`src/rtl/vector_moving_average_unit_assert.svh`:
```
// ---------------------------------------------------------------------------
// vector moving average assertion macros
// shared property forms, clocked on clk and disabled while rst_n is low
// ---------------------------------------------------------------------------
`ifndef VECTOR_MOVING_AVERAGE_UNIT_ASSERT_SVH
`define VECTOR_MOVING_AVERAGE_UNIT_ASSERT_SVH

// same-cycle implication
`define VMA_ASSERT_IMPLY(name, ante, cons, msg) \
  name: assert property (@(posedge clk) disable iff (!rst_n) (ante) |-> (cons)) \
    else $error(msg);

// next-cycle implication
`define VMA_ASSERT_NEXT(name, ante, cons, msg) \
  name: assert property (@(posedge clk) disable iff (!rst_n) (ante) |=> (cons)) \
    else $error(msg);

`endif

```
`src/rtl/vma_ram.sv`:
```
// ---------------------------------------------------------------------------
// vma_ram
// simple dual-port ram, one write and one registered read port, read-first
// ---------------------------------------------------------------------------
module vma_ram #(
  parameter int WIDTH = 16,
  parameter int DEPTH = 64
) (
  input  logic                     clk,
  input  logic                     we,
  input  logic [$clog2(DEPTH)-1:0] waddr,
  input  logic [WIDTH-1:0]         wdata,
  input  logic [$clog2(DEPTH)-1:0] raddr,
  output logic [WIDTH-1:0]         rdata
);

  logic [WIDTH-1:0] mem_r [DEPTH];
  logic [WIDTH-1:0] rdata_r;

  always_ff @(posedge clk) begin
    if (we) begin
      mem_r[waddr] <= wdata;
    end
    rdata_r <= mem_r[raddr];
  end

  assign rdata = rdata_r;

endmodule

```
`config.mk`:
```
export PLATFORM = sky130hd
export DESIGN_NAME = vma_ram
export DESIGN_NICKNAME = d
export VERILOG_FILES = /design/src/rtl/vector_moving_average_unit_assert.svh /design/src/rtl/vma_ram.sv
export SDC_FILE = /design/constraint.sdc
export NUM_CORES = 1
export LEC_CHECK = 0
export BUFFER_PORTS_ARGS = -buffer_cell sky130_fd_sc_hd__buf_2
export CORE_UTILIZATION = 46
export DETAILED_ROUTE_END_ITERATION = 8
export GPL_TIMING_DRIVEN = 0
export MAX_ROUTING_LAYER = met4
export SYNTH_ARGS = -nofsm -noshare
export SYNTH_HDL_FRONTEND = slang
export SYNTH_SLANG_ARGS = --single-unit
export TNS_END_PERCENT = 1
```
`constraint.sdc`:
```
create_clock -name clk -period 2.3 [get_ports clk]
set_input_delay 0.23 -clock clk [delete_from_list [all_inputs] [get_ports clk]]
set_output_delay 0.23 -clock clk [all_outputs]
set_load 0.02 [all_outputs]
```
==> impl_metrics.toml, run 1 <==
[run_status]
status = "finished, violations left"
violations = "negative setup slack"

[global_routing]
antenna_found_initial = 6
met2_usage_pct = 37.1
grt_pass1_vias = 19700
track_usage_pct = 24.3
busiest_layer = "met2"
met1_usage_pct = 34.0
grt_pass1_wl_mm = 146
grt_max_degree = 65
use_met3_pct = 3.52
grt-ovfl-total = 0

[power_and_ir_drop]
p_int_mw = 30.4
ir_drop_mv = 0.674
seqPwrFrac_pct = 54.0
powerDensity_nw_per_um2 = 848
combPwrFrac_pct = 5.7
p_sw_mw = 8.51
pwr-share-clk_pct = 40.3
sw_frac_of_total_pct = 21.9
p_leak_nw = 14.4

[clock_network]
cts_root_buf = "clkbuf_16"
cts_buffers = 102
clock-sinks = 1040
h-tree-depth = 3
cts_hold_buf = 0
worst_skew_pair.late_latency_ns = 0.68
clk_path_buf_depth = 3
path_clk_slew_ns = 0.06
cts_tree = "built"

[timing]
skew_ns = 0.0248
finalCritPeriodShare_pct = 101
slew_viol_final = 0
setup_tns_ns = -0.0308
max_slew_margin_pct = 6.31
layout_setup_ws_ns = -0.0169
rsz0062_at_grt = "yes"
setup_viol = 9
fmax_mhz = 432
hold_viol_final = 0
period_needed_ns = 2.32
max_slew.worst_pin.slew_ns = 1.41
whs_ns = 0.0204

[layout]
fin_cells = 3253
drive_gt1_share_pct = 30.1
utilization_pct = 53.6
area_growth_pct = 14.6
nNetsFinal = 2055

[route]
wl_per_cell_um = 31.6
drt_first_pass_iters = 5
remaining_drc_errors = 0
vias = 19500
wirelength_mm = 103
dr.first_iter.drc_count = 2272
final_antenna_net_count = 0
vias_per_cell = 5.99

[floorplanning]
fp.dieH_um = 297
design.core.area_sq_um = 85700
die_w_um = 297
initial_core_util_pct = 46.7
dieArea_sq_um = 88200
boundaryPins = 46
placementRows = 107

[placement]
dp.cells = 3062
dpl_worst_slack_ns = -0.816
dp_hpwl_mm = 66.5
globalplace.congestion = 0.892
portBuffers = 38

[synthesis]
synth_top_area_share_pct = 76.8
yosys_warnings = 0
synth_common_cells = "edfxtp_1 (1024), mux4_2 (220), mux2i_1 (85)"
synth_flop_cell = "edfxtp_1"
yosysSeqAreaShare_pct = 77.6
syn_area_per_cell_sq_um = 21.9
synth_seq_cells = 1040
syn_inst = 1829
synthTopCellsByArea = "edfxtp_1 (77%), mux4_2 (12%), mux2i_1 (2.1%), dfxtp_1 (0.80%), mux2_2 (0.76%)"
yosysMostFrequentCell = "edfxtp_1"
synth-async-reset-ratio_pct = 0
synth_top_area_cell = "edfxtp_1"
synthesis.nets = 1859
synthesis.area_sq_um = 40000
yosysUniqueCellTypes = 43
synth_edf_count = 1024

[worst_setup_path]
cp_common_cell = "buf_2"
critPathKind = "in -> reg"
path_cells = "buf_2 > buf_4 > buf_2 > mux4_2 > mux2i_1 > a22oi_1 > a31oi_2 > a311oi_1"
start_kind = "primary input"
worst-path-max-fanout = 10
cp.required_ns = 2.78
critPathSlowestCell = "a31oi_2"
max_stage_delay_ns = 0.44
cp.arrival_ns = 2.80
endpoint_kind = "register"

[worst_hold_path]
hold_class = "in -> reg"

[flow_run]
maxCapViolCount = 0
through the flow:
stage | area (sq um) | power, mW
floorplan | 40000 | 22.5
global placement | 41700 | 23.5
detailed placement | 42600 | 23.6
CTS | 45800 | 39.1
global route | 45900 | 39.9
finish | 45900 | 38.9
per-layer routing:
metal	part of all wire (%)	up-vias
li1	-	8087
met1	43	10500
met4	3.3	0
met2	47	779
met3	6.7	162
met5	0	-
layout by cell type (no fill, tap or decap), types with 7 or more instances in the layout:
cell type,n
edfxtp_1,1024
mux4_2,220
clkbuf_16,104
mux2i_1,83
nor2_2,64
buf_2,62
nand2_1,59
clkbuf_1,52
buf_8,44
a22oi_1,39
nor2b_1,30
mux2_2,27
buf_4,24
nand3_1,24
buf_6,23
clkinv_1,18
a21oi_1,17
a221oi_1,16
dfxtp_1,16
clkinv_2,15
nand4_1,12
nor2_1,10
a211o_1,8
a211oi_1,8
a311oi_1,8
a31oi_2,7
buf_12,7
power by group through the flow:
stage               combinational [mW]  sequential (mW)  clock, mW
finish                            2.22             21.0       15.7
detailed placement                2.19             21.4          0
global route                      2.32             21.0       16.6
floorplan                         1.09             21.5          0
CTS                               2.21             21.0       15.9
global placement                  2.12             21.4          0
timing repair:
action,in CTS,in global routing
gates resized for setup,10,9
setup buffers,0,0
endpoints found under the setup margin,9,51
kinds of logic (layout without fill, tap and decap cells):
kind of cell	Yosys count	after routing	synth area share, %
flip-flops	1040	1040	77.6
buffers and inverters	104	380	1.83
multiplexers	336	336	15.5
other	0	4	0
AO/OA/AOI/OAI	129	129	2.41
AND/OR/NAND/NOR	220	220	2.65
critical path: cells and delay by family:
kind                   cells  cell delay, ns
multiplexers               2            0.81
AO/OA/AOI/OAI              3            0.78
buffers and inverters      3            0.94
final cells by class:
class / count / area, sq um
multi-input cells: 685 / 8460
well taps: 1144 / 1430
flip-flops and latches: 1040 / 31100
clock inverters: 46 / 340
clock buffers: 138 / 2770
diodes: 4 / 10.0
repair buffers: 92 / 1070
plain buffers: 104 / 743
fillers: 6539 / 39800
state kept, by name, summed over array words and instances (netlist names):
register and flops:
mem_r 1024, rdata 16
worst paths after layout:
check                                    from       endpoint  slack [ns]  cells after the start
worst min-delay path                wdata[14]  mem_r[31][14]        0.02                      1
worst min register to register  mem_r[32][12]      rdata[12]        0.96                      4
worst max register to register   mem_r[21][0]       rdata[0]        0.01                      5
worst max-delay path                 raddr[2]      rdata[13]       -0.02                      8
Power figures use the tool's default switching activity.
==> run 2: changes to the inputs <==
==> constraint.sdc (replaced) <==
create_clock -name clk -period 2.8 [get_ports clk]
set_input_delay 0.28 -clock clk [delete_from_list [all_inputs] [get_ports clk]]
set_output_delay 0.28 -clock clk [all_outputs]
set_load 0.02 [all_outputs]
==> impl_metrics.toml, run 2 (synthesis gave the netlist of run 1 again) <==
[layout]
multiInputGateArea_sq_um = 8400
regArea_sq_um = 31100
most-common-layout-cells = "edfxtp_1 (1024), mux4_2 (220), clkbuf_16 (104)"
largest-register = "mem_r"
nNetsFinal = 2054
final_area_sq_um = 45800
n_fill_cell = 6536
mostFrequentLayoutCell = "edfxtp_1"
largest_reg_flops = 1024
drive_gt1_share_pct = 29.5
area_growth_pct = 14.4

[worst_hold_path]
whs_path_depth = 1
hold_class = "in -> reg"
holdPathEnd = "mem_r[31][14]"
hold_path.startpoint = "wdata[14]"

[clock_network]
cts_buffers = 102
h-tree-depth = 3
cts_setup_buffers = 0
cts_tree = "built"
clk_path_buf_depth = 3
ctsResizeCount = 0
clock-sinks = 1040
worst_skew_pair.late_latency_ns = 0.68
path_clk_slew_ns = 0.06
cts_root_buf = "clkbuf_16"
cts_hold_buf = 0

[timing]
setup_viol = 0
skew_ns = 0.0244
fmax_mhz = 390
max_slew.worst_pin.slew_ns = 1.39
rsz0062_at_grt = "no"
slew_viol_final = 0
whs_ns = 0.0672
period_needed_ns = 2.56
layout_setup_ws_ns = 0.235
hold_viol_final = 0
max_slew_margin_pct = 7.00
finalCritPeriodShare_pct = 91.6

[worst_setup_path]
cp.required_ns = 3.29
cp.arrival_ns = 3.05
endpoint_kind = "register"
worst-path-max-fanout = 10
start_kind = "primary input"
critPathKind = "in -> reg"
timing.rr.start = "mem_r[22][4]"
rrSetupSlack_ns = 0.38
r2r.worst_path.cells = 5
r2r_end = "rdata[4]"

[global_routing]
grt-ovfl-total = 0
grt_max_degree = 65
grt_pass1_vias = 19700
grt_pass1_wl_mm = 146
track_usage_pct = 24.3
antenna_found_initial = 5

[route]
wirelength_mm = 103
drt_first_pass_iters = 7
vias = 19500
dr.first_iter.drc_count = 2358
final_antenna_net_count = 0
vias_per_cell = 5.99
remaining_drc_errors = 0
wl_per_cell_um = 31.5

[power_and_ir_drop]
p_leak_nw = 14.4
ir_drop_mv = 0.554
powerDensity_nw_per_um2 = 697

[placement]
dpl_worst_slack_ns = -0.366
portBuffers = 38
dpl_cell_area_sq_um = 42600
globalplace.congestion = 0.892
dp_hpwl_mm = 66.5

[floorplanning]
die_w_um = 297
placementRows = 107
fp.dieH_um = 297
initial_core_util_pct = 46.7
dieArea_sq_um = 88200
boundaryPins = 46
design.core.area_sq_um = 85700

[run_status]
status = "finished clean"

[flow_run]
maxCapViolCount = 0
[run 2: report_power, final]
group | internal (mW) | leakage, nW | switching (mW) | total, mW
Clock | 7.12 | 1.51 | 5.73 | 12.9
Sequential | 17.2 | 9.35 | 0.0298 | 17.3
Combinational | 0.609 | 3.56 | 1.20 | 1.81
Total | 25.0 | 14.4 | 6.96 | 31.9
[run 2: stage by stage]
stage          instances  power (mW)  utilization, %  setup TNS [ns]
2_1_floorplan       1829        18.5               -               0
3_3_place_gp        3011        19.3            48.6         -251.03
3_5_place_dp        3062        19.4            49.7          -12.79
4_1_cts             3246        32.1            53.4               0
5_1_grt             3250        32.8            53.5               0
6_report            3253        31.9            53.5               0
[run 2: layer usage]
layer	GRT usage [%]	share of wire, %	vias up
li1	-	-	8086
met5	-	0	-
met3	3.30	7.1	170
met4	7.81	3.3	0
met2	37.1	47	812
met1	34.1	42	10400
[run 2: critical path: stages]
cell and delay, ns:
buf_2 0.30, buf_4 0.25, buf_2 0.45, mux4_2 0.37, mux2i_1 0.45, a22oi_1 0.18
a31oi_1 0.55, a311oi_1 0.19
[run 2: final cells by class]
class	count	share of cell area, %
repair buffers	91	2.29
clock inverters	46	0.743
diodes	5	0.0273
multi-input cells	685	18.3
well taps	1144	3.12
flip-flops and latches	1040	67.8
clock buffers	138	6.05
plain buffers	104	1.60
[run 2: how the worst max path moves through the flow]
stage	from	endpoint	slack [ns]	depth (start not counted)
6_report	raddr[2]	rdata[4]	0.24	8
5_1_grt	raddr[2]	rdata[4]	0.29	8
4_1_cts	raddr[2]	rdata[15]	0.34	7
3_5_place_dp	raddr[2]	rdata[15]	-0.37	7
3_3_place_gp	waddr[5]	mem_r[48][0]	-0.67	3
2_1_floorplan	waddr[3]	mem_r[48][0]	0.49	4
==> run 3: changes to the inputs <==
--- a/config.mk
+++ b/config.mk
@@ -5,9 +5,10 @@
 export SDC_FILE = /design/constraint.sdc
 export NUM_CORES = 1
 export LEC_CHECK = 0
-export BUFFER_PORTS_ARGS = -buffer_cell sky130_fd_sc_hd__buf_2
+export ABC_AREA = 1
 export CORE_UTILIZATION = 46
 export DETAILED_ROUTE_END_ITERATION = 8
+export DONT_BUFFER_PORTS = 1
 export GPL_TIMING_DRIVEN = 0
 export MAX_ROUTING_LAYER = met4
 export SYNTH_ARGS = -nofsm -noshare
==> impl_metrics.toml, run 3 <==
[run_status]
status = "finished clean"

[global_routing]
antenna_found_initial = 6
grt_pass1_wl_mm = 193
grt_pass1_vias = 26400
grt_max_degree = 65
track_usage_pct = 30.5
grt-ovfl-total = 0

[synthesis]
synth_common_cells = "nand2_1 (1296), edfxtp_1 (1024), nand3_1 (871)"
syn_area_per_cell_sq_um = 12.0
synthMuxAreaShare_pct = 0
synth-async-reset-ratio_pct = 0
synth_top_area_share_pct = 73.0
synth_seq_cells = 1040
synth-compound-area-share_pct = 0
syn_inst = 3517
yosysSeqAreaShare_pct = 73.8
yosys_warnings = 0
synth_top_family_by_area = "simple AND/OR/NAND/NOR gates"
synthesis.nets = 3547
synthesis.area_sq_um = 42100
synth_top_area_cell = "edfxtp_1"
yosysUniqueCellTypes = 16
synthAdderAreaFrac_pct = 0
synth_xor_area_share_pct = 0
yosysMostFrequentCell = "nand2_1"
synth_edf_count = 1024
synth-simple-area-share_pct = 22.7
synth_flop_cell = "edfxtp_1"
synthTopCellsByArea = "edfxtp_1 (73%), nand2_1 (12%), nand3_1 (10%), buf_2 (1.3%), buf_6 (1.3%)"

[clock_network]
ctsResizeCount = 0
clk_path_buf_depth = 3
cts_buffers = 107
cts_root_buf = "clkbuf_16"
path_clk_slew_ns = 0.06
cts_setup_buffers = 0
cts_tree = "built"
cts_hold_buf = 26
worst_skew_pair.late_latency_ns = 0.69
clock-sinks = 1040
h-tree-depth = 3

[layout]
largest_reg_flops = 1024
nNetsFinal = 3756
mostFrequentLayoutCell = "nand2_1"
area_growth_pct = 15.6
most-common-layout-cells = "nand2_1 (1296), edfxtp_1 (1024), nand3_1 (871)"
largest-register = "mem_r"
fin_cells = 4995
utilization_pct = 53.9
drive_gt1_share_pct = 12.6

[flow_run]
maxCapViolCount = 0

[route]
dr.first_iter.drc_count = 3989
wirelength_mm = 138
vias_per_cell = 5.76
remaining_drc_errors = 0
drt_first_pass_iters = 6
final_antenna_net_count = 0
wl_per_cell_um = 27.6
vias = 28800

[worst_setup_path]
cp.arrival_ns = 2.99
critPathSlowestCell = "buf_1"
timing.rr.start = "mem_r[23][10]"
max_stage_delay_ns = 0.78
path_buf_inv = 2
r2r_end = "rdata[10]"
critPathTopFamily = "simple AND/OR/NAND/NOR gates"
start_kind = "primary input"
critPathKind = "in -> reg"
rrSetupSlack_ns = 1.04
r2r.worst_path.cells = 8
worst-path-max-fanout = 10
endpoint_kind = "register"
path_cells = "buf_2 > buf_1 > nand3_1 > nand2_1 > nand2_1 > nand3_1 > nand3_1 > nand2_1"
cp.required_ns = 3.38

[worst_hold_path]
hold_class = "in -> reg"
holdPathEnd = "mem_r[43][2]"
whs_path_depth = 1
hold_path.startpoint = "wdata[2]"

[power_and_ir_drop]
p_leak_nw = 17.6
ir_drop_mv = 0.585
powerDensity_nw_per_um2 = 687
total_power_mw = 33.4

[placement]
globalplace.congestion = 0.995
portBuffers = 0
dp_hpwl_mm = 91.0
dp.cells = 4765

[floorplanning]
initial_core_util_pct = 46.6
design.core.area_sq_um = 90300
die_w_um = 305
fp.dieH_um = 305
placementRows = 110
dieArea_sq_um = 92700
boundaryPins = 46

[timing]
hold_viol_final = 0
whs_ns = 0.0286
rsz0062_at_grt = "no"
finalCritPeriodShare_pct = 85.9
period_needed_ns = 2.40
max_slew_margin_pct = 29.3
slew_viol_final = 0
skew_ns = 0.0259
max_slew.worst_pin.slew_ns = 1.06
fmax_mhz = 416
setup_viol = 0
## run 3: changes by cell type in the layout (fill, tap and decap cells not counted), sizes merged, moves of 17 or more
cell   previous run  this run
mux2             27         0
nor2b            30         0
a21oi            17         0
mux4            224         0
nor2             74        56
nand2            60      1296
mux2i            85         0
buf             168       287
a22oi            39         0
nand3            24       871
## run 3: area by class of cell
class,instances,area (sq um)
diodes,8,20.0
plain buffers,225,1440
clock buffers,141,2940
clock inverters,53,373
fillers,7707,41600
inverters,12,52.6
multi-input cells,2240,9730
flip-flops and latches,1040,31100
well taps,1176,1470
repair buffers,100,1570
## run 3: layer usage
metal  part of all wire, %  global-route usage [%]  up-vias  wire length, um
li1                      -                       -    12900                -
met5                     0                       -        -                0
met2                    45                    45.6     1496            62500
met1                    42                    42.3    14200            57300
met3                   9.9                    5.99      238            13600
met4                   3.2                    8.99        0             4440
## run 3: worst max-delay path by stage
stage / slack [ns] / depth (start not counted) / startpoint / end
2_1_floorplan: -0.03 / 3 / we / mem_r[48][0]
3_3_place_gp: -2.76 / 3 / we / mem_r[54][9]
3_5_place_dp: -0.13 / 8 / raddr[2] / rdata[14]
4_1_cts: 0.58 / 8 / raddr[2] / rdata[14]
5_1_grt: 0.45 / 8 / raddr[2] / rdata[14]
6_report: 0.40 / 8 / raddr[2] / rdata[10]
## run 3: cells by family after synthesis
| group | count (synthesis) |
|---|---|
| DFF | 1040 |
| buffers and inverters | 237 |
| and+or+nand+nor | 2240 |
## run 3: power by group
group / leakage, nW / switching (mW) / internal, mW
combinational: 6.67 / 1.83 / 0.608
clock: 1.63 / 5.96 / 7.71
sequential: 9.35 / 0.0724 / 17.2
total: 17.6 / 7.87 / 25.6
## run 3: metrics by stage
step           instance area [sq um]  TNS [ns]  worst slack (ns)
4_1_cts                        48600         0             0.584
6_report                       48700         0             0.396
5_1_grt                        48700         0             0.452
3_3_place_gp                   43600   -520.00             -2.76
2_1_floorplan                  42100     -4.36           -0.0341
3_5_place_dp                   44800    -0.460            -0.132
