### src/rtl/vector_moving_average_unit_assert.svh
// ---------------------------------------------------------------------------
// vector moving average assertion macros
// shared property forms, clocked on clk and disabled while rst_n is low
// ---------------------------------------------------------------------------
`ifndef VECTOR_MOVING_AVERAGE_UNIT_ASSERT_SVH
`define VECTOR_MOVING_AVERAGE_UNIT_ASSERT_SVH

// same-cycle implication
`define VMA_ASSERT_IMPLY(name, ante, cons, msg) \
  name: assert property (@(posedge clk) disable iff (!rst_n) (ante) |-> (cons)) \
    else $error(msg);

// next-cycle implication
`define VMA_ASSERT_NEXT(name, ante, cons, msg) \
  name: assert property (@(posedge clk) disable iff (!rst_n) (ante) |=> (cons)) \
    else $error(msg);

`endif

### src/rtl/vma_pkg.sv
// ---------------------------------------------------------------------------
// vma_pkg
// shared constants, register codes and result type of the moving average unit
// ---------------------------------------------------------------------------
package vma_pkg;

  localparam int MAX_WINDOW_DEF   = 256;
  localparam int MAX_LANES_DEF    = 64;
  localparam int SAMPLE_WIDTH_DEF = 16;

  localparam int OUT_W      = 24;
  localparam int LANE_OUT_W = 6;
  localparam int TUSER_W    = LANE_OUT_W + 1;

  localparam int SCALE_W    = 16;
  localparam int FRAC_W     = 12;
  localparam int ROUND_HALF = 1 << (FRAC_W - 1);
  localparam logic [SCALE_W-1:0] SCALE_RESET = 16'h1000;

  localparam int WIN_CFG_W  = 9;
  localparam int VEC_CFG_W  = 7;
  localparam int CFG_DATA_W = 16;
  localparam int CFG_ADDR_W = 2;

  localparam logic [CFG_ADDR_W-1:0] REG_WINDOW_LENGTH = 2'd0;
  localparam logic [CFG_ADDR_W-1:0] REG_VECTOR_LENGTH = 2'd1;
  localparam logic [CFG_ADDR_W-1:0] REG_SCALE_FACTOR  = 2'd2;

  localparam int FIFO_DEPTH = 8;

  typedef struct packed {
    logic                  saturated;
    logic [LANE_OUT_W-1:0] lane;
    logic [OUT_W-1:0]      average;
  } vma_result_t;

endpackage

### src/rtl/vma_out_fifo.sv
// ---------------------------------------------------------------------------
// vma_out_fifo
// result queue that decouples the fixed-latency datapath from out_tready
// ---------------------------------------------------------------------------
`include "vector_moving_average_unit_assert.svh"

module vma_out_fifo #(
  parameter int DEPTH = vma_pkg::FIFO_DEPTH
) (
  input  logic                       clk,
  input  logic                       rst_n,
  input  logic                       push,
  input  vma_pkg::vma_result_t       push_data,
  input  logic                       pop,
  output logic                       head_valid,
  output vma_pkg::vma_result_t       head,
  output logic [$clog2(DEPTH+1)-1:0] level
);

  localparam int PTR_W = (DEPTH > 1) ? $clog2(DEPTH) : 1;
  localparam int LVL_W = $clog2(DEPTH + 1);

  vma_pkg::vma_result_t mem_r [DEPTH];
  logic [PTR_W-1:0]     wr_ptr_r;
  logic [PTR_W-1:0]     rd_ptr_r;
  logic [PTR_W-1:0]     wr_ptr_nxt;
  logic [PTR_W-1:0]     rd_ptr_nxt;
  logic [LVL_W-1:0]     level_r;
  logic [LVL_W-1:0]     level_nxt;
  logic                 pop_fire;

  assign head_valid = (level_r != '0);
  assign pop_fire   = pop && head_valid;
  assign head       = mem_r[rd_ptr_r];
  assign level      = level_r;

  assign wr_ptr_nxt = (wr_ptr_r == PTR_W'(DEPTH - 1)) ? '0 : wr_ptr_r + PTR_W'(1);
  assign rd_ptr_nxt = (rd_ptr_r == PTR_W'(DEPTH - 1)) ? '0 : rd_ptr_r + PTR_W'(1);

  always_comb begin
    unique case ({push, pop_fire})
      2'b10:   level_nxt = level_r + LVL_W'(1);
      2'b01:   level_nxt = level_r - LVL_W'(1);
      default: level_nxt = level_r;
    endcase
  end

  always_ff @(posedge clk) begin
    if (!rst_n) begin
      wr_ptr_r <= '0;
      rd_ptr_r <= '0;
      level_r  <= '0;
    end else begin
      if (push) begin
        wr_ptr_r <= wr_ptr_nxt;
      end
      if (pop_fire) begin
        rd_ptr_r <= rd_ptr_nxt;
      end
      level_r <= level_nxt;
    end
  end

  always_ff @(posedge clk) begin
    if (push) begin
      mem_r[wr_ptr_r] <= push_data;
    end
  end

  `VMA_ASSERT_IMPLY(a_fifo_no_overflow, (push && !pop_fire), (level_r < LVL_W'(DEPTH)), "result queue overflow")
  `VMA_ASSERT_NEXT(a_fifo_push_visible, push, head_valid, "pushed item not visible at head")

endmodule

### config.mk
export PLATFORM = sky130hd
export DESIGN_NAME = vma_out_fifo
export DESIGN_NICKNAME = d
export VERILOG_FILES = /design/src/rtl/vma_pkg.sv /design/src/rtl/vma_out_fifo.sv
export VERILOG_INCLUDE_DIRS = /design/src /design/src/rtl
export SDC_FILE = /design/constraint.sdc
export NUM_CORES = 1
export LEC_CHECK = 0
export ABC_CLOCK_PERIOD_IN_PS = 3200
export BUFFER_PORTS_ARGS = -buffer_cell sky130_fd_sc_hd__buf_2
export CORE_MARGIN = 2
export CORE_UTILIZATION = 40
export CTS_CLUSTER_DIAMETER = 40
export DETAILED_ROUTE_END_ITERATION = 16
export MAX_ROUTING_LAYER = met4
export PLACE_DENSITY_LB_ADDON = 0.2
export SETUP_SLACK_MARGIN = 0.4
export SYNTH_ARGS = -nofsm -noshare
export SYNTH_HDL_FRONTEND = slang
export SYNTH_SLANG_ARGS = --single-unit
### constraint.sdc
create_clock -name clk -period 3.2 [get_ports clk]
set_input_delay 0.16 -clock clk [delete_from_list [all_inputs] [get_ports clk]]
set_output_delay 0.16 -clock clk [all_outputs]
set_load 0.05 [all_outputs]
==> summary.md, run 1 <==
| Metric | Value |
|---|---|
| Global route overflow | 0 |
| Area leader, netlist | edfxtp_1 |
| Cell area after placement | 0.0111 mm^2 |
| Metal3 WL | 892 um |
| DR vias/cell | 5.12 |
| Die Wd | 164 um |
| Adder-cell share of the synthesized area | 0.857% |
| Core ar. | 0.0251 mm^2 |
| Fin util | 49.7% |
| Final period utilization | 83.8% |
| Cell leakage power | 0.00423 uW |
| CTS tree | yes |
| Slew Limit Fails | 0 |
| Layout area overhead | 22.3% |
| Antenna violations before repair | 0 |
| Max cap viols | 0 |
| Synthesis warning total | 0 |
| Post-synth top area share | 72.9% |
| Antenna viol nets, final | 0 |
| Startpoint types | flip-flop |
| Vias | 4729 |
| Fin. Hold Viols | 0 |
| RSZ-0062 raised after global routing | false |
| Highest metal used | met4 |
| First-pass DRT Iterations | 7 |
| Ant diodes | 0 |
| I/O Buffers | 70 |
| Commonest cells after routing, fill and taps aside | edfxtp_1, buf_2, mux4_1 |
| Layout cells sized above 1 | 30.5% |
| DR WL/cell | 20.7 um |
| Synth top area cells | edfxtp_1, mux4_1, mux2_2 |
| Clk_skew | 18.8 ps |
| Post-CTS Resized | 0 |
| Cells after synthesis | 432 |
| Vias in the first global route | 5101 |
| Dpl cells | 831 |
| Initial DRC Count | 226 |
| Commonest non-fill, non-tap cell in the layout | edfxtp_1 |
| Post-Syn Nets | 474 |
| Die ar. | 0.0268 mm^2 |
| Power Dens Cells | 752 mW/mm^2 |
| Mean Syn Cell Area | 23.6 um^2 |
| All-Layer GR Usage | 15.0% |
| Worst-path maximum fanout | 7 |
| Crit path DAT | 3120 ps |
| Least-Margin Pin Slew | 594 ps |
| Largest family of logic cells by synthesized area | multiplexers |
| First-pass GRT wire length | 29.1 mm |
| Final setup viols | 0 |
| Largest net degree at the start of global routing | 29 |
| Starting Density | 40.7% |
| Setup_tns | 0 ps |
| Synth Register Bits | 261 |
| FMAX | 373 MHz |
| Fillcell total | 2096 |
| Sequential element share of the synthesized area | 75.5% |
| IO Pins | 71 |
| Setup CP Type | reg2reg |
| Total CTS buffers | 31 |
| Gpl congestion | 0.764 |
| Period minus WS final | 2680 ps |
| Skew-Pair Late Insertion Delay | 550 ps |
| Synth cell types | 27 |
| Synth Area in Compound Gates | 0.612% |
| Xor and xnor area share after synthesis | 0.257% |
| Nets@finish | 612 |
| Worst slew margin | 60.2% |
| Synth Area in Simple Gates | 1.67% |
| Met2 wire len | 10.0 mm |
| Placement Rows | 58 |
| Worst hold path class | in2reg |
| Status | complete, no violations |
| DRC errors left | 0 |
| Syn Std Cell Area | 0.0102 mm^2 |
| Max VDD drop | 592 uV |
| Met1 wire length | 8.00 mm |
| DP Wirelength | 11.2 mm |
| CTS H-tree depth | 1 |
| Clk pin slew, worst setup/hold paths | 60 ps |
| WP data required | 3640 ps |
| Clk buf depth | 3 |
| Post-Route WL | 19.2 mm |
| Post-Layout Cell Count | 924 |
| Die Height | 164 um |
| Post-synthesis mux area share | 19.9% |
| Tot Pwr | 9390 uW |
| Critical path capture point type | flip-flop |
| CTS Sinks | 261 |
| Clock root cell | clkbuf_16 |
| Post-Layout Inst Area | 0.0125 mm^2 |
-- sequential cells by signal, indices dropped and copies added, names as in the netlist, named ones only --
register / count
level: 4
mem_r: 248
rd_ptr_r: 3
wr_ptr_r: 3
-- kinds of logic (layout without fill, tap and decap cells) --
family | Yosys count | in the layout
AND/OR/NAND/NOR | 33 | 33
adder cells (fa/ha/maj) | 7 | 7
XOR/XNOR | 3 | 3
flip-flops | 261 | 261
multiplexers | 98 | 98
buffers and inverters | 21 | 183
AO/OA/AOI/OAI | 9 | 9
-- area by class of cell --
type | instances | area (um^2) | area share [%]
clock buffer | 36 | 795 | 6.36
clock inverter | 21 | 229 | 1.83
inverter | 2 | 7.51 | 0.0601
multi-input combinational | 150 | 2440 | 19.6
sequential | 261 | 7710 | 61.8
timing repair buffer | 124 | 888 | 7.11
tap | 330 | 413 | 3.31
-- through the flow --
stage	hold slack [ps]	setup slack [ps]
after CTS	408	506
after detailed placement	435	514
after global placement	415	701
after floorplan	259	417
final	424	519
after global routing	430	405
-- worst paths after layout --
path | start | endpoint | slack [ps] | cells after the start
hold reg to reg | level[3] | level[3] | 480 | 2
setup reg to reg | level[1] | level[2] | 520 | 10
setup / recovery | level[1] | level[2] | 520 | 10
hold / removal | push_data[9] | mem_r[5][9] | 420 | 2
-- per-layer routing --
metal,vias up,track usage [%]
li1,2163,-
met1,2450,18.1
met2,92,26.0
met3,24,3.06
met4,0,3.51
met5,-,-
-- cell usage after synthesis --
cell type  number
a21boi_0        4
a21oi_1         1
a41oi_1         1
and2_1          2
buf_1           2
buf_6           7
clkbuf_1       10
dfxtp_1        13
edfxtp_1      248
ha_1            7
inv_1           2
mux2_2         32
mux2i_1         4
mux4_1         62
nand2_1         9
nand2b_1        4
nand3_1         2
nor2_1          6
nor2b_1         3
nor3_1          3
nor4b_1         1
o21ai_0         2
o41ai_1         1
or3_1           2
or4_4           1
xnor2_1         1
xor2_1          2
-- power breakdown --
part           switching [uW]  internal [uW]
Sequential                117           3850
Clock                    1300           2110
Combinational            1200            815
Total                    2620           6770
-- repair_timing --
item / in CTS / in global routing
hold buffers: 35 / 0
setup buffers: 1 / 0
endpoints found under the setup margin: 16 / 0
hold endpoints to repair: 261 / 0
-- worst max-delay path, cell delays in order (launching register included) --
cell	delay [ps]
dfxtp_1	380
or4_4	580
nand2_1	160
inv_1	80
ha_1	260
xor2_1	170
ha_1	180
a21oi_1	160
xor2_1	100
or3_1	320
a21boi_0	200
No activity file was read; power rests on OpenSTA's default activity.
==> run 2, diff against run 1 <==
--- a/config.mk
+++ b/config.mk
@@ -6,7 +6,7 @@
 export SDC_FILE = /design/constraint.sdc
 export NUM_CORES = 1
 export LEC_CHECK = 0
-export ABC_CLOCK_PERIOD_IN_PS = 3200
+export ABC_CLOCK_PERIOD_IN_PS = 2600
 export BUFFER_PORTS_ARGS = -buffer_cell sky130_fd_sc_hd__buf_2
 export CORE_MARGIN = 2
 export CORE_UTILIZATION = 40
==> constraint.sdc (replaced) <==
create_clock -name clk -period 2.6 [get_ports clk]
set_input_delay 0.13 -clock clk [delete_from_list [all_inputs] [get_ports clk]]
set_output_delay 0.13 -clock clk [all_outputs]
set_load 0.05 [all_outputs]
==> summary.md, run 2 (synthesis results as in run 1) <==
| Metric | Value |
|---|---|
| Fillcell total | 2031 |
| Placement Rows | 58 |
| Combinational Power Share | 24.7% |
| RSZ-0062 raised after global routing | true |
| Cell leakage power | 0.00441 uW |
| First-pass GRT wire length | 30.2 mm |
| Fin util | 51.8% |
| Largest net degree at the start of global routing | 29 |
| Die Wd | 164 um |
| Commonest cells after routing, fill and taps aside | edfxtp_1, mux4_1, buf_2, buf_4, clkbuf_16 |
| Internal Power | 9080 uW |
| Starting Density | 40.7% |
| Skew-Pair Late Insertion Delay | 500 ps |
| Startpoint types | flip-flop |
| DR vias/cell | 5.17 |
| DR WL/cell | 21.2 um |
| Status | complete, no violations |
| WP data required | 2470 ps |
| Post-Route WL | 20.0 mm |
| Vias in the first global route | 5212 |
| Setup CP Type | reg2out |
| Die Height | 164 um |
| Min-Delay Path Depth | 2 |
| FMAX | 428 MHz |
| Period minus WS final | 2340 ps |
| Startpoint of the worst hold path | push_data[24] |
| Worst hold path class | in2reg |
| DRC errors left | 0 |
| Worst-path maximum fanout | 8 |
| Gpl congestion | 0.742 |
| Total CTS buffers | 34 |
| Post-Place Setup Slack | 339 ps |
| Power Dens Cells | 967 mW/mm^2 |
| Least-Margin Pin Slew | 618 ps |
| All-Layer GR Usage | 15.6% |
| Layout area overhead | 27.4% |
| Final hold slack | 436 ps |
| Final period utilization | 89.8% |
| Antenna viol nets, final | 0 |
| Final setup viols | 0 |
| Worst slew margin | 58.8% |
| Max VDD drop | 635 uV |
| Clk_skew | 15.0 ps |
| Max cap viols | 0 |
| First-pass DRT Iterations | 4 |
| IO Pins | 71 |
| Clk buf depth | 3 |
| Crit path DAT | 2210 ps |
| Antenna violations before repair | 0 |
| CTS H-tree depth | 2 |
| CTS tree | yes |
| Net Sw Power | 3490 uW |
| Post-Layout Inst Area | 0.0130 mm^2 |
| Fin. Hold Viols | 0 |
| Critical path capture point type | primary output |
| Ant diodes | 0 |
| Die ar. | 0.0268 mm^2 |
| Reg power frac | 38.6% |
| Setup_tns | 0 ps |
| Vias | 4880 |
| CTS Sinks | 261 |
| Commonest non-fill, non-tap cell in the layout | edfxtp_1 |
| Global route overflow | 0 |
| Worst R2R Start | level[3] |
| I/O Buffers | 70 |
| Core ar. | 0.0251 mm^2 |
| Clk pwr share | 36.7% |
| Cell area after placement | 0.0112 mm^2 |
| Layout cells sized above 1 | 36.7% |
| Initial DRC Count | 278 |
| Max reg flops | 248 |
| FF-to-FF path depth | 10 |
| Clock root cell | clkbuf_16 |
| Switching Fraction | 27.8% |
| Largest Register | mem_r |
| Nets@finish | 631 |
| Slew Limit Fails | 0 |
| Clk pin slew, worst setup/hold paths | 60 ps |
| DP Wirelength | 11.0 mm |
| PnR worst setup slack | 265 ps |
[run 2: routing by layer]
metal  part of all wire [%]  global-route usage [%]  vias up  wire length [um]
met4                    1.3                    3.87        0               267
met3                    4.4                    3.64       24               883
met2                     50                    26.3       91             10000
met5                      0                       -        -                 0
met1                     44                    19.3     2579              8820
li1                       -                       -     2186                 -
[run 2: timing repair]
action	CTS	global route
pin swaps	5	4
hold buffers	35	0
resized for setup	10	90
endpoints found under the hold margin	260	0
setup buffers	6	4
cloned	0	3
endpoints found under the setup margin	33	33
[run 2: worst paths after layout]
| path | slack (ps) | endpoint |
|---|---|---|
| setup / recovery | 260 | head[23] |
| hold / removal | 440 | mem_r[3][24] |
| setup reg to reg | 350 | level[2] |
| hold reg to reg | 490 | level[3] |
[run 2: power groups by stage]
stage	Sequential [uW]	Combinational (uW)	Clock, uW
after floorplan	4980	1970	0
after global placement	4970	2490	0
after detailed placement	4990	2520	0
after CTS	4880	2710	4740
after global routing	4870	3270	4920
final	4850	3110	4620
[run 2: cell type report]
cell class | instances | area, um^2 | area share [%]
multi-input combinational | 150 | 2480 | 19.1
tap | 330 | 413 | 3.17
timing repair buffer | 140 | 1240 | 9.56
clock inverter | 21 | 244 | 1.88
inverter | 2 | 7.51 | 0.0577
sequential | 261 | 7730 | 59.4
clock buffer | 39 | 891 | 6.85
[run 2: critical path, cell delays in order (launching register included)]
cell and delay [ps]:
dfxtp_4 360, buf_12 150, buf_6 160, mux4_1 570
mux2_2 300, buf_4 190
[run 2: through the flow]
stage	total power, uW	cells
after floorplan	6950	432
after global placement	7470	835
after detailed placement	7510	835
after CTS	12300	936
after global routing	13100	943
final	12600	943
==> run 3, diff against run 2 <==
--- a/config.mk
+++ b/config.mk
@@ -14,7 +14,8 @@
 export DETAILED_ROUTE_END_ITERATION = 16
 export MAX_ROUTING_LAYER = met4
 export PLACE_DENSITY_LB_ADDON = 0.2
-export SETUP_SLACK_MARGIN = 0.4
+export SETUP_SLACK_MARGIN = 0.02
 export SYNTH_ARGS = -nofsm -noshare
 export SYNTH_HDL_FRONTEND = slang
 export SYNTH_SLANG_ARGS = --single-unit
+export TNS_END_PERCENT = 1
==> summary.md, run 3 (synthesis results as in run 1) <==
| Metric | Value |
|---|---|
| Final setup viols | 0 |
| First-pass DRT Iterations | 4 |
| Most used routing layer | met2 |
| Switching Fraction | 28.7% |
| I/O Buffers | 70 |
| Crit path max-delay family | multiplexers |
| Clk_skew | 10.1 ps |
| Power Dens Cells | 926 mW/mm^2 |
| Largest Register | mem_r |
| Clock root cell | clkbuf_16 |
| Vias in the first global route | 5215 |
| Setup_tns | 0 ps |
| Crit path DAT | 2270 ps |
| All-Layer GR Usage | 15.4% |
| Total CTS buffers | 34 |
| Multi-input logic area | 0.00245 mm^2 |
| Skew-Pair Late Insertion Delay | 500 ps |
| Initial DRC Count | 231 |
| Min-Delay Path Depth | 2 |
| FF-to-FF path depth | 10 |
| Crit-path cells | buf_12 > mux4_1 > mux2_2 > buf_2 |
| Antenna violations before repair | 0 |
| FMAX | 416 MHz |
| Cell leakage power | 0.00426 uW |
| Critical path capture point type | primary output |
| Core ar. | 0.0251 mm^2 |
| Worst hold path class | in2reg |
| Die Wd | 164 um |
| Period minus WS final | 2400 ps |
| RSZ-0062 raised after global routing | false |
| Net Sw Power | 3340 uW |
| Largest net degree at the start of global routing | 37 |
| Hold Path End | mem_r[5][3] |
| R2r endpoint | level[2] |
| Max cap viols | 0 |
| Reg2reg setup slack | 200 ps |
| CTS Sinks | 261 |
| Startpoint of the worst hold path | push_data[3] |
| IO Pins | 71 |
| WP buf/inv | 2 |
| Worst slew margin | 64.8% |
| GRT met2 Usage | 26.2% |
| Fin util | 50.0% |
| Max reg flops | 248 |
| Clk pwr share | 36.4% |
| Nets@finish | 615 |
| Cell area after placement | 0.0111 mm^2 |
| Clk buf depth | 3 |
| Combinational Power Share | 22.2% |
| Vias | 4767 |
| Max stage delay on crit path | 630 ps |
| Worst path slowest cell | mux4_1 |
| CTS tree | yes |
| Least-Margin Pin Slew | 527 ps |
| Setup CP Type | reg2out |
| Status | complete, no violations |
| Tot Pwr | 11600 uW |
| Reg power frac | 41.4% |
| Global Route met3 Usage | 2.80% |
| Post-Layout Inst Area | 0.0126 mm^2 |
| CTS H-tree depth | 2 |
| Final hold slack | 444 ps |
| Gpl congestion | 0.730 |
| Fillcell total | 2099 |
| Starting Density | 40.7% |
| DRC errors left | 0 |
| Fin. Hold Viols | 0 |
| Slew Limit Fails | 0 |
| DP Wirelength | 10.6 mm |
| Commonest non-fill, non-tap cell in the layout | edfxtp_1 |
| Layout cells sized above 1 | 32.4% |
| Worst-path maximum fanout | 36 |
| Startpoint types | flip-flop |
| Max VDD drop | 696 uV |
| Antenna viol nets, final | 0 |
| Die ar. | 0.0268 mm^2 |
| First-pass GRT wire length | 29.7 mm |
| DR WL/cell | 20.7 um |
| Final period utilization | 92.4% |
| Die Height | 164 um |
| Placement Rows | 58 |
| FF+latch area | 0.00771 mm^2 |
| Clk pin slew, worst setup/hold paths | 60 ps |
| DR vias/cell | 5.14 |
| WP data required | 2470 ps |
| Commonest cells after routing, fill and taps aside | edfxtp_1, buf_2, mux4_1 |
| Layout area overhead | 23.0% |
| Ant diodes | 0 |
| Met1 Track Usage GR | 18.6% |
| Internal Power | 8290 uW |
| Post-Route WL | 19.2 mm |
| Worst R2R Start | level[2] |
| Global route overflow | 0 |
-- run 3: changes by cell type in the layout (fill, tap and decap cells not counted), sizes merged --
cell	delta
buf	-14
clkinv	+5
bufinv	-4
clkbuf	-1
clkinvlp	-1
-- run 3: how the worst max path moves through the flow --
stage                 from          end  slack (ps)  depth (start not counted)
6_report         flip-flop      head[6]         200                          4
5_1_grt           level[0]     level[2]          50                         10
4_1_cts           level[2]     level[2]          50                         10
3_5_place_dp      level[2]     level[2]         -10                         10
3_3_place_gp      level[2]     level[2]         150                         10
2_1_floorplan  wr_ptr_r[0]  mem_r[1][0]        -440                          2
-- run 3: worst reg2reg max path, cell delays in order (launching register included) --
cell and delay, ps:
dfxtp_2 350, or4_4 580, nand2_4 110, inv_1 60, ha_2 210, xor2_1 150, ha_1 190, a21oi_2 120
xor2_1 90, or3_1 330, a21boi_2 140
-- run 3: cell type report --
class,instances,share of cell area [%]
clock buffer,40,7.20
clock inverter,21,1.17
inverter,2,0.0598
multi-input combinational,150,19.5
sequential,261,61.4
tap,330,3.29
timing repair buffer,124,7.31
-- run 3: power by group through the flow --
stage | logic (uW) | registers, uW | clock network, uW
final | 2590 | 4810 | 4230
after global routing | 2760 | 4830 | 4500
after CTS | 2600 | 4810 | 4340
after detailed placement | 2550 | 4900 | 0
after global placement | 2520 | 4880 | 0
after floorplan | 1930 | 4970 | 0
-- run 3: stage by stage --
stage / std cells / setup slack [ps]
after floorplan: 432 / -442
after global placement: 832 / 150
after detailed placement: 832 / -12.9
after CTS: 928 / 47.0
after global routing: 928 / 47.1
final: 928 / 198
-- run 3: metal layers --
layer  wire length (um)  up-vias  part of all wire [%]
met4                431        0                   2.2
met5                  0        -                     0
li1                   -     2173                     -
met3                697       34                   3.6
met2               9980      109                    52
met1               8080     2451                    42
-- run 3: repair_timing --
item | in CTS | in global routing
setup buffers | 0 | 0
endpoints found under the hold margin | 259 | 0
hold buffers | 35 | 0
resized for setup | 2 | 5
pin swaps | 0 | 2
setup endpoints to repair | 1 | 1
