[config.mk]
export PLATFORM = sky130hd
export DESIGN_NAME = vma_scale
export DESIGN_NICKNAME = d
export VERILOG_FILES = /design/src/rtl/vector_moving_average_unit_assert.svh /design/src/rtl/vma_pkg.sv /design/src/rtl/vma_scale.sv
export SDC_FILE = /design/constraint.sdc
export NUM_CORES = 1
export LEC_CHECK = 0
export ABC_CLOCK_PERIOD_IN_PS = 20900
export BUFFER_PORTS_ARGS = -buffer_cell sky130_fd_sc_hd__buf_2
export CORE_MARGIN = 5
export CORE_UTILIZATION = 35
export CTS_CLUSTER_DIAMETER = 50
export DETAILED_ROUTE_END_ITERATION = 7
export PLACE_DENSITY = 0.48
export SLEW_MARGIN = 10
export SYNTH_ARGS = -nofsm -noshare
export SYNTH_HDL_FRONTEND = slang
export SYNTH_SLANG_ARGS = --single-unit
[constraint.sdc]
create_clock -name clk -period 20.9 [get_ports clk]
set_input_delay 4.18 -clock clk [delete_from_list [all_inputs] [get_ports clk]]
set_output_delay 4.18 -clock clk [all_outputs]
set_load 0.02 [all_outputs]
[src/rtl/vector_moving_average_unit_assert.svh]
// ---------------------------------------------------------------------------
// vector moving average assertion macros
// shared property forms, clocked on clk and disabled while rst_n is low
// ---------------------------------------------------------------------------
`ifndef VECTOR_MOVING_AVERAGE_UNIT_ASSERT_SVH
`define VECTOR_MOVING_AVERAGE_UNIT_ASSERT_SVH

// same-cycle implication
`define VMA_ASSERT_IMPLY(name, ante, cons, msg) \
  name: assert property (@(posedge clk) disable iff (!rst_n) (ante) |-> (cons)) \
    else $error(msg);

// next-cycle implication
`define VMA_ASSERT_NEXT(name, ante, cons, msg) \
  name: assert property (@(posedge clk) disable iff (!rst_n) (ante) |=> (cons)) \
    else $error(msg);

`endif

[src/rtl/vma_pkg.sv]
// ---------------------------------------------------------------------------
// vma_pkg
// shared constants, register codes and result type of the moving average unit
// ---------------------------------------------------------------------------
package vma_pkg;

  localparam int MAX_WINDOW_DEF   = 256;
  localparam int MAX_LANES_DEF    = 64;
  localparam int SAMPLE_WIDTH_DEF = 16;

  localparam int OUT_W      = 24;
  localparam int LANE_OUT_W = 6;
  localparam int TUSER_W    = LANE_OUT_W + 1;

  localparam int SCALE_W    = 16;
  localparam int FRAC_W     = 12;
  localparam int ROUND_HALF = 1 << (FRAC_W - 1);
  localparam logic [SCALE_W-1:0] SCALE_RESET = 16'h1000;

  localparam int WIN_CFG_W  = 9;
  localparam int VEC_CFG_W  = 7;
  localparam int CFG_DATA_W = 16;
  localparam int CFG_ADDR_W = 2;

  localparam logic [CFG_ADDR_W-1:0] REG_WINDOW_LENGTH = 2'd0;
  localparam logic [CFG_ADDR_W-1:0] REG_VECTOR_LENGTH = 2'd1;
  localparam logic [CFG_ADDR_W-1:0] REG_SCALE_FACTOR  = 2'd2;

  localparam int FIFO_DEPTH = 8;

  typedef struct packed {
    logic                  saturated;
    logic [LANE_OUT_W-1:0] lane;
    logic [OUT_W-1:0]      average;
  } vma_result_t;

endpackage

[src/rtl/vma_scale.sv]
// ---------------------------------------------------------------------------
// vma_scale
// q4.12 gain on the window sum, round half up, saturate to the output width
// ---------------------------------------------------------------------------
module vma_scale #(
  parameter int SUM_W  = 24,
  parameter int LANE_W = 6
) (
  input  logic                          clk,
  input  logic                          rst_n,
  input  logic                          sum_valid,
  input  logic signed [SUM_W-1:0]       sum,
  input  logic [LANE_W-1:0]             lane,
  input  logic [vma_pkg::SCALE_W-1:0]   gain,
  output logic                          res_valid,
  output vma_pkg::vma_result_t          res
);

  localparam int PROD_W = SUM_W + vma_pkg::SCALE_W + 1;
  localparam int SH_W   = PROD_W - vma_pkg::FRAC_W;
  localparam int CMP_W  = ((SH_W > vma_pkg::OUT_W) ? SH_W : vma_pkg::OUT_W) + 1;
  localparam logic signed [CMP_W-1:0] SAT_HI = CMP_W'((1 << (vma_pkg::OUT_W - 1)) - 1);
  localparam logic signed [CMP_W-1:0] SAT_LO = ~SAT_HI;

  logic signed [PROD_W-1:0] sum_x;
  logic signed [PROD_W-1:0] gain_x;
  logic signed [PROD_W-1:0] prod_nxt;
  logic signed [PROD_W-1:0] prod_r;
  logic [LANE_W-1:0]        lane_r;
  logic                     valid_r;
  logic [PROD_W-1:0]        rnd;
  logic [SH_W-1:0]          sh;
  logic signed [CMP_W-1:0]  shx;

  assign sum_x    = {{(vma_pkg::SCALE_W + 1){sum[SUM_W-1]}}, sum};
  assign gain_x   = {{(SUM_W + 1){1'b0}}, gain};
  assign prod_nxt = sum_x * gain_x;

  always_ff @(posedge clk) begin
    if (!rst_n) begin
      valid_r <= 1'b0;
    end else begin
      valid_r <= sum_valid;
    end
  end

  always_ff @(posedge clk) begin
    if (sum_valid) begin
      prod_r <= prod_nxt;
      lane_r <= lane;
    end
  end

  // floor((prod + half) / 4096)
  assign rnd = prod_r + PROD_W'(vma_pkg::ROUND_HALF);
  assign sh  = rnd[PROD_W-1:vma_pkg::FRAC_W];
  assign shx = {{(CMP_W - SH_W){sh[SH_W-1]}}, sh};

  always_comb begin
    res.lane = vma_pkg::LANE_OUT_W'(lane_r);
    priority if (shx > SAT_HI) begin
      res.average   = SAT_HI[vma_pkg::OUT_W-1:0];
      res.saturated = 1'b1;
    end else if (shx < SAT_LO) begin
      res.average   = SAT_LO[vma_pkg::OUT_W-1:0];
      res.saturated = 1'b1;
    end else begin
      res.average   = shx[vma_pkg::OUT_W-1:0];
      res.saturated = 1'b0;
    end
  end

  assign res_valid = valid_r;

endmodule

==> results.py, run 1 <==
metrics = {
    "clock_network": {
        "cts-root-buf": "clkbuf_16",
        "cts.path.max_buffers": 2,
        "cts_max_level": 2,
        "cts_tree": "yes",
        "cts_sinks": 37,
        "postCtsSetupBuffers": 0,
        "post_cts_hold_buffer_count": 0,
        "ctsResizeCount": 0,
        "numCtsBuffers": 5,
        "worst_setup_hold_path_clk_slew_ns": 0.06,
    },
    "placed_design": {
        "dp_hpwl_um": 33700,
        "io_buffers": 80,
        "place_congestion": 0.831,
    },
    "global_route": {
        "pin_count_of_the_biggest_net_entering_global_routing": 38,
        "first_global_vias": 12774,
        "grt.total_usage": 0.170,
        "total_overflow_reported_by_the_global_router": 0,
        "grt_first_pass_wirelength_um": 67200,
        "antenna_found_initial": 0,
    },
    "sta": {
        "grt_setup_unrepaired": "false",
        "tightestPinTransition_ns": 0.854,
        "period_share": 0.504,
        "maxSlewHeadroom": 0.430,
        "final-hold-violation-count": 0,
        "layout_min_cycle_time_ns": 10.53,
        "fin_worst_hold_slack_ns": 4.07,
        "fmaxAchievable_mhz": 94.9,
        "slew_viol_final": 0,
        "timing.final.setup_violations": 0,
        "finalSetupTns_ns": 0,
    },
    "flow_run": {
        "drv_cap": 0,
    },
    "synth": {
        "syn_avg_cell_area_sq_um": 9.14,
        "edff_count_synth": 36,
        "synthDominantAreaCellType": "fa_1",
        "mappedNetlistNets": 2244,
        "synth_ff_type": "edfxtp_1",
        "synthTopCellsByArea": "fa_1, inv_1, ha_1",
        "yosysWarningCount": 0,
        "synth.lib_cells_used.distinct": 60,
        "synth.yosys.seq_area_share": 0.0700,
        "post_synthesis_instance_total": 1720,
        "syn_area_sq_um": 15700,
        "synthMostInstantiatedCell": "inv_1",
        "synth_seq_cells": 37,
        "synth_top_cell_area_share": 0.477,
        "asr_flop_ratio_synth": 0,
        "synth_commonest_cells": "inv_1, fa_1, nand2_1, and2_1, ha_1",
    },
    "final_layout": {
        "final.fill_count": 4590,
        "area_growth_syn_to_layout_pct": 6.58,
        "drive_gt1_frac": 0.0687,
        "nets": 2269,
        "regArea_sq_um": 1100,
        "multi_input_area_sq_um": 12600,
    },
    "critical_path": {
        "cp.required_ns": 20.94,
        "critical_path.endpoint_type": "flip-flop",
        "setup.worst_path.class": "input port to flip-flop",
        "timing.critical_path.slowest_stage_cell": "fa_1",
        "cp-start-kind": "input port",
        "critical-path-max-stage-delay_ns": 0.57,
        "crit_chain": "buf_2 -> nand2_1 -> fa_1 -> inv_1 -> fa_1 -> fa_1 -> fa_1 -> fa_1 -> inv_1 -> fa_1 -> inv_1 -> ha_1 -> a211o_1 -> a21oi_1 -> nor4b_1 -> nor3_1 -> a211oi_1 -> o31ai_1 -> a221o_1 -> xor2_1",
        "worstPathMaxFanout": 24,
        "crit_path_frequent_cell": "fa_1",
        "critical_path_arrival_ns": 10.57,
    },
    "route": {
        "wire_per_inst_um": 17.3,
        "firstDrtPassIters": 5,
        "first_iter_violations": 320,
        "route.vias.total": 11004,
        "via_per_inst": 4.70,
        "wirelength_um": 40400,
        "ant_nets": 0,
        "drc": 0,
    },
    "worst_hold_path": {
        "hold_path.class": "input port to flip-flop",
    },
    "floorplan": {
        "row_count": 77,
        "core_area_sq_um": 44300,
        "die_w_um": 222,
        "start_util": 0.355,
        "die_area_sq_um": 49300,
        "die-height_um": 222,
        "pin_count": 81,
    },
    "run_status": {
        "status": "completed",
    },
}
==> placed cells by master (no fill, tap or decap), types with 4 or more instances in the layout <==
master,instances
nor3_1,7
a211oi_1,5
nand3_1,13
ha_1,100
xnor2_1,36
nand2b_1,4
buf_2,80
a21o_1,16
nand4_1,7
clkbuf_16,5
and2_1,158
nor2_1,23
a21oi_1,30
nand2_1,248
o21ai_0,12
o21ai_2,21
xor2_1,23
inv_1,475
edfxtp_1,36
fa_1,375
a31oi_1,4
and3_1,11
==> registers in the layout (all words and copies together), names as in the netlist <==
signal / cells
lane_r: 6
prod_r: 30
res_valid: 1
==> routing by layer <==
layer  part of all wire  vias up  GRT usage  wire (um)
met2               0.55      136      0.336      22400
met4              0.025        0     0.0366       1030
met1               0.40     5765      0.203      16300
li1                   -     5056          -          -
met3              0.016       47    0.00821        667
met5                  0        -          0          0
==> final cells by class <==
class,count,share of cell area
multi-input cells,1145,0.749
inverters,475,0.106
flip-flops and latches,37,0.0657
well taps,592,0.0442
repair buffers,81,0.0243
clock buffers,5,0.00746
clock inverters,3,0.00246
diodes,2,0.000299
==> final timing paths <==
path                 start         end  slack [ns]  depth (start not counted)
setup / recovery  gain[10]  prod_r[37]       10.37                         20
hold / removal     lane[3]   lane_r[3]        4.07                          1
==> logic make-up (layout without fill, tap and decap cells) <==
kind of cell | count (synthesis) | count (layout) | share of synthesized area
other | 0 | 2 | 0
adder cells (fa/ha/maj) | 475 | 475 | 0.557
multiplexers | 1 | 1 | 0.000636
flip-flops | 37 | 37 | 0.0700
AND/OR/NAND/NOR | 495 | 495 | 0.155
XOR/XNOR | 60 | 60 | 0.0339
buffers and inverters | 538 | 564 | 0.131
AO/OA/AOI/OAI | 114 | 114 | 0.0517
==> critical path, delay by kind of cell <==
kind	cells	cell delay, ns
xor+xnor	1	0.14
compound gates	5	1.30
simple gates	3	0.76
fa+ha+maj	7	3.52
buf+inv	4	0.64
==> metrics by stage <==
stage | util | setup slack, ns | instance area, sq um | cells
floorplan | - | 10.87 | 15700 | 1720
global route | 0.378 | 9.97 | 16800 | 2338
finish | 0.378 | 10.37 | 16800 | 2340
detailed placement | 0.374 | 10.13 | 16600 | 2330
global placement | 0.374 | 10.10 | 16600 | 2330
CTS | 0.378 | 10.41 | 16800 | 2338
Power of run 1 is left out: the tool's default activity adds up to more than one toggle a clock period on the data nets, which glitch-free logic cannot reach.
==> run 2, diff against run 1 <==
- ABC_CLOCK_PERIOD_IN_PS: 20900 -> 9100
- PLACE_DENSITY: 0.48 -> 0.5
- clock period: 20.9 -> 9.1 ns (I/O delays scaled with it)
==> run 2 against run 1 <==
Effect of this change:
- critical path depth up 1
- highest routed layer unchanged
- largest cell class unchanged
- global-route usage down 0.23 points
- critical path type unchanged
- cell count about the same
- final area about the same
==> results.py, run 2 (synthesized netlist as in run 1, its figures left out) <==
metrics = {
    "floorplan": {
        "core_area_sq_um": 44300,
        "die-height_um": 222,
        "start_util": 0.355,
        "row_count": 77,
        "pin_count": 81,
        "die_w_um": 222,
        "die_area_sq_um": 49300,
    },
    "sta": {
        "final-hold-violation-count": 0,
        "finalSetupTns_ns": 0,
        "period_share": 0.891,
        "maxSlewHeadroom": 0.419,
        "fmaxAchievable_mhz": 123,
        "slew_viol_final": 0,
        "tightestPinTransition_ns": 0.871,
        "layout_min_cycle_time_ns": 8.11,
        "timing.final.setup_violations": 0,
        "grt_setup_unrepaired": "false",
    },
    "route": {
        "drc": 0,
        "first_iter_violations": 395,
        "route.vias.total": 11081,
        "via_per_inst": 4.74,
        "firstDrtPassIters": 4,
        "wirelength_um": 39100,
        "wire_per_inst_um": 16.7,
        "ant_nets": 0,
    },
    "clock_network": {
        "post_cts_hold_buffer_count": 0,
        "ctsResizeCount": 0,
        "cts.path.max_buffers": 2,
        "cts_tree": "yes",
        "cts-root-buf": "clkbuf_16",
        "worst_setup_hold_path_clk_slew_ns": 0.06,
        "numCtsBuffers": 5,
        "cts_sinks": 37,
        "postCtsSetupBuffers": 0,
        "cts_max_level": 2,
    },
    "global_route": {
        "use_met3": 0.0118,
        "antenna_found_initial": 0,
        "grt.total_usage": 0.168,
        "met2_usage": 0.329,
        "first_global_vias": 12767,
        "grt_first_pass_wirelength_um": 66700,
        "grt.busiest_layer": "met2",
        "total_overflow_reported_by_the_global_router": 0,
        "met1_usage": 0.195,
        "pin_count_of_the_biggest_net_entering_global_routing": 38,
    },
    "critical_path": {
        "timing.critical_path.slowest_stage_cell": "fa_1",
        "worstPathMaxFanout": 24,
        "crit_path_frequent_cell": "fa_1",
        "cp-start-kind": "input port",
        "path_depth": 21,
        "cp.required_ns": 9.14,
        "crit_chain": "buf_2 -> and2_1 -> fa_1 -> inv_1 -> fa_1 -> fa_1 -> inv_1 -> fa_1 -> fa_1 -> inv_1 -> fa_1 -> inv_1 -> ha_1 -> a211o_1 -> a21oi_1 -> nor4b_1 -> nor3_1 -> a211oi_1 -> o31ai_1 -> a221o_1 -> xor2_1",
        "critical-path-max-stage-delay_ns": 0.56,
        "critical_path_arrival_ns": 8.15,
        "critical_path.endpoint_type": "flip-flop",
        "setup.worst_path.class": "input port to flip-flop",
        "critical_path_buf_inv_count": 5,
        "cpLargestDelayFamily": "adder cells",
    },
    "final_layout": {
        "max_ffs_per_register": 30,
        "final_core_util": 0.378,
        "most_used_cells_in_the_layout_excluding_fill_and_tap_cells": "inv_1, fa_1, nand2_1",
        "drive_gt1_frac": 0.0698,
        "layout.cells.most_common": "inv_1",
        "nets": 2270,
        "regArea_sq_um": 1100,
        "num_antenna_cells": 0,
        "regMostFlops": "prod_r",
        "final.fill_count": 4568,
        "multi_input_area_sq_um": 12600,
        "area_growth_syn_to_layout_pct": 6.63,
    },
    "placed_design": {
        "dp_hpwl_um": 32900,
        "place_congestion": 0.822,
        "io_buffers": 80,
    },
    "worst_hold_path": {
        "holdCritStartpoint": "lane[3]",
        "holdPathStages": 1,
        "worst_hold_path.endpoint": "lane_r[3]",
        "hold_path.class": "input port to flip-flop",
    },
    "flow_run": {
        "drv_cap": 0,
    },
    "run_status": {
        "status": "completed",
    },
}
[run 2: changes by cell type in the layout (fill, tap and decap cells not counted), sizes merged]
cell   previous run  this run
buf              81        82
diode             2         0
[run 2: worst max-delay path by stage]
stage | slack, ns | to | from
6_report | 0.99 | prod_r[37] | gain[2]
4_1_cts | 1.01 | prod_r[37] | gain[2]
3_5_place_dp | 0.72 | prod_r[37] | gain[2]
2_1_floorplan | 1.43 | prod_r[40] | sum[23]
5_1_grt | 0.56 | prod_r[37] | gain[2]
3_3_place_gp | 0.79 | prod_r[29] | gain[8]
[run 2: metal layers]
layer	up-vias	part of all wire
met5	-	0
met4	0	0.035
met3	60	0.022
met2	161	0.55
met1	5803	0.39
li1	5057	-
[run 2: final cells by class]
cell class,instances,area share
multi-input combinational,1145,0.749
inverter,475,0.106
sequential,37,0.0657
tap,592,0.0442
timing repair buffer,82,0.0248
clock buffer,5,0.00746
clock inverter,3,0.00276
[run 2: metrics by stage]
step	instances	hold slack [ns]	area, sq um	worst slack (ns)
after detailed placement	2331	2.00	16600	0.718
final	2339	1.71	16800	0.993
after global routing	2339	1.70	16800	0.557
after global placement	2331	2.00	16600	0.787
after floorplan	1720	1.92	15700	1.43
after CTS	2339	1.70	16800	1.01
Power of run 2 is left out for the same reason.
==> run 3, diff against run 2 <==
- ABC_AREA: not set -> 1
- HOLD_SLACK_MARGIN: not set -> 0.05
- SETUP_SLACK_MARGIN: not set -> 0.1
==> run 3 against run 2 <==
Effect of this change:
- area after synthesis increased by 8.5%
- non-clock buffer count stayed put
- worst hold slack lost 0.0021 ns
- synthesized cell count grew 32%
- sequential cell count stayed put
- fmax increased by 5.2%
- final area grew 7.8%
- cell count up 24%
- largest cell class unchanged
==> results.py, run 3 <==
metrics = {
    "placed_design": {
        "place_area_sq_um": 17900,
        "place_inst": 2900,
        "io_buffers": 80,
        "place_congestion": 0.876,
        "dp_hpwl_um": 39500,
    },
    "final_layout": {
        "nets": 2809,
        "multi_input_area_sq_um": 13000,
        "layout_cells_excl_fill": 2908,
        "regMostFlops": "prod_r",
        "regArea_sq_um": 1100,
        "num_antenna_cells": 0,
        "area_growth_syn_to_layout_pct": 6.00,
        "layout.cells.most_common": "inv_1",
        "final.fill_count": 5166,
        "drive_gt1_frac": 0.0468,
        "max_ffs_per_register": 30,
        "most_used_cells_in_the_layout_excluding_fill_and_tap_cells": "inv_1, nand2_1, fa_1",
        "stdcell_area_sq_um": 18100,
    },
    "floorplan": {
        "start_util": 0.351,
        "pin_count": 81,
        "die-height_um": 231,
        "core_area_sq_um": 48500,
        "row_count": 81,
        "die_w_um": 231,
        "die_area_sq_um": 53300,
    },
    "synth": {
        "asr_flop_ratio_synth": 0,
        "syn_area_sq_um": 17100,
        "synth_top_cell_area_share": 0.440,
        "synthMostInstantiatedCell": "inv_1",
        "edff_count_synth": 36,
        "synth.lib_cells_used.distinct": 34,
        "synth.yosys.seq_area_share": 0.0645,
        "mappedNetlistNets": 2802,
        "syn_avg_cell_area_sq_um": 7.49,
        "synthTopCellsByArea": "fa_1, inv_1, nand2_1",
        "yosysWarningCount": 0,
        "synth_commonest_cells": "inv_1, nand2_1, fa_1, nor2_1, ha_1",
        "synthDominantAreaCellType": "fa_1",
        "synth_ff_type": "edfxtp_1",
        "post_synthesis_instance_total": 2278,
        "synth_seq_cells": 37,
    },
    "critical_path": {
        "cp.required_ns": 9.14,
        "setup.worst_path.class": "input port to flip-flop",
        "worstPathMaxFanout": 24,
        "critical_path_arrival_ns": 7.75,
        "cp-start-kind": "input port",
        "critical_path.endpoint_type": "flip-flop",
    },
    "clock_network": {
        "worst_setup_hold_path_clk_slew_ns": 0.06,
        "numCtsBuffers": 5,
        "cts_max_level": 2,
        "post_cts_hold_buffer_count": 0,
        "cts_tree": "yes",
        "postCtsSetupBuffers": 0,
        "cts_sinks": 37,
        "cts.path.max_buffers": 2,
        "cts-root-buf": "clkbuf_16",
        "ctsResizeCount": 0,
    },
    "worst_hold_path": {
        "holdCritStartpoint": "lane[5]",
        "hold_path.class": "input port to flip-flop",
        "holdPathStages": 1,
        "worst_hold_path.endpoint": "lane_r[5]",
    },
    "route": {
        "via_per_inst": 4.65,
        "route.vias.total": 13513,
        "firstDrtPassIters": 5,
        "wirelength_um": 47500,
        "wire_per_inst_um": 16.3,
        "ant_nets": 0,
        "first_iter_violations": 613,
        "drc": 0,
    },
    "run_status": {
        "status": "completed",
    },
    "sta": {
        "period_share": 0.847,
        "final-hold-violation-count": 0,
        "finalSetupTns_ns": 0,
        "timing.final.setup_violations": 0,
        "maxSlewHeadroom": 0.407,
        "tightestPinTransition_ns": 0.880,
        "slew_viol_final": 0,
        "fmaxAchievable_mhz": 130,
        "layout_min_cycle_time_ns": 7.71,
        "grt_setup_unrepaired": "false",
    },
    "global_route": {
        "grt.total_usage": 0.186,
        "antenna_found_initial": 0,
        "total_overflow_reported_by_the_global_router": 0,
        "pin_count_of_the_biggest_net_entering_global_routing": 38,
        "first_global_vias": 14887,
        "grt_first_pass_wirelength_um": 79500,
    },
    "flow_run": {
        "drv_cap": 0,
    },
}
[run 3: cell count changes after synthesis, sizes merged, moves of 6 or more]
| cell | before | now |
|---|---|---|
| nand3 | 15 | 39 |
| xnor2 | 37 | 20 |
| inv | 475 | 711 |
| and2 | 158 | 2 |
| nor2 | 23 | 120 |
| a21o | 17 | 8 |
| and3 | 11 | 1 |
| nand2 | 248 | 659 |
| o21ai | 33 | 27 |
| clkbuf | 59 | 78 |
[run 3: final cells by class]
cell class	count	area share
Sequential cell	37	0.0609
Clock buffer	6	0.00713
Clock inverter	2	0.00214
Multi-Input combinational cell	1448	0.716
Timing Repair Buffer	82	0.0230
Inverter	711	0.148
Tap cell	622	0.0430
[run 3: cell families (layout without fill, tap and decap cells)]
logic type      count (synthesis)  count (layout)  synth area share
fa+ha+maj                     475             475             0.513
compound gates                 82              82            0.0272
flops                          37              37            0.0645
buf+inv                       793             801             0.176
xor+xnor                       43              43            0.0221
simple gates                  848             848             0.197
[run 3: per-stage QoR]
stage | setup WS, ns | util | hold slack [ns]
floorplan | 1.76 | - | 1.91
global placement | 1.12 | 0.369 | 2.00
detailed placement | 1.11 | 0.369 | 2.00
CTS | 1.40 | 0.373 | 1.70
global route | 0.977 | 0.373 | 1.71
finish | 1.39 | 0.373 | 1.71
[run 3: worst max-delay path by stage]
stage            endpoint  startpoint
3_3_place_gp   prod_r[37]     gain[2]
3_5_place_dp   prod_r[37]     gain[2]
2_1_floorplan  prod_r[40]     sum[23]
5_1_grt        prod_r[37]     gain[5]
4_1_cts        prod_r[37]     gain[2]
6_report       prod_r[37]     gain[2]
[run 3: metal layers]
metal,vias up,GRT usage,part of all wire
li1,6371,-,-
met1,6817,0.245,0.43
met2,281,0.336,0.51
met3,44,0.0197,0.045
met4,0,0.0323,0.018
met5,-,0,0
[run 3: worst max-delay path, cell delays in order]
cell     delay (ns)
buf_2          0.54
nand2_1        0.10
inv_1          0.18
fa_1           0.50
fa_1           0.92
fa_1           0.51
fa_1           0.49
fa_1           0.54
inv_1          0.05
fa_1           0.52
inv_1          0.04
ha_1           0.41
nand2_1        0.14
nor2_1         0.19
nand2_1        0.12
nor2_1         0.20
nand4_1        0.22
nand4_1        0.16
nand2_1        0.07
Power of run 3 is left out for the same reason.
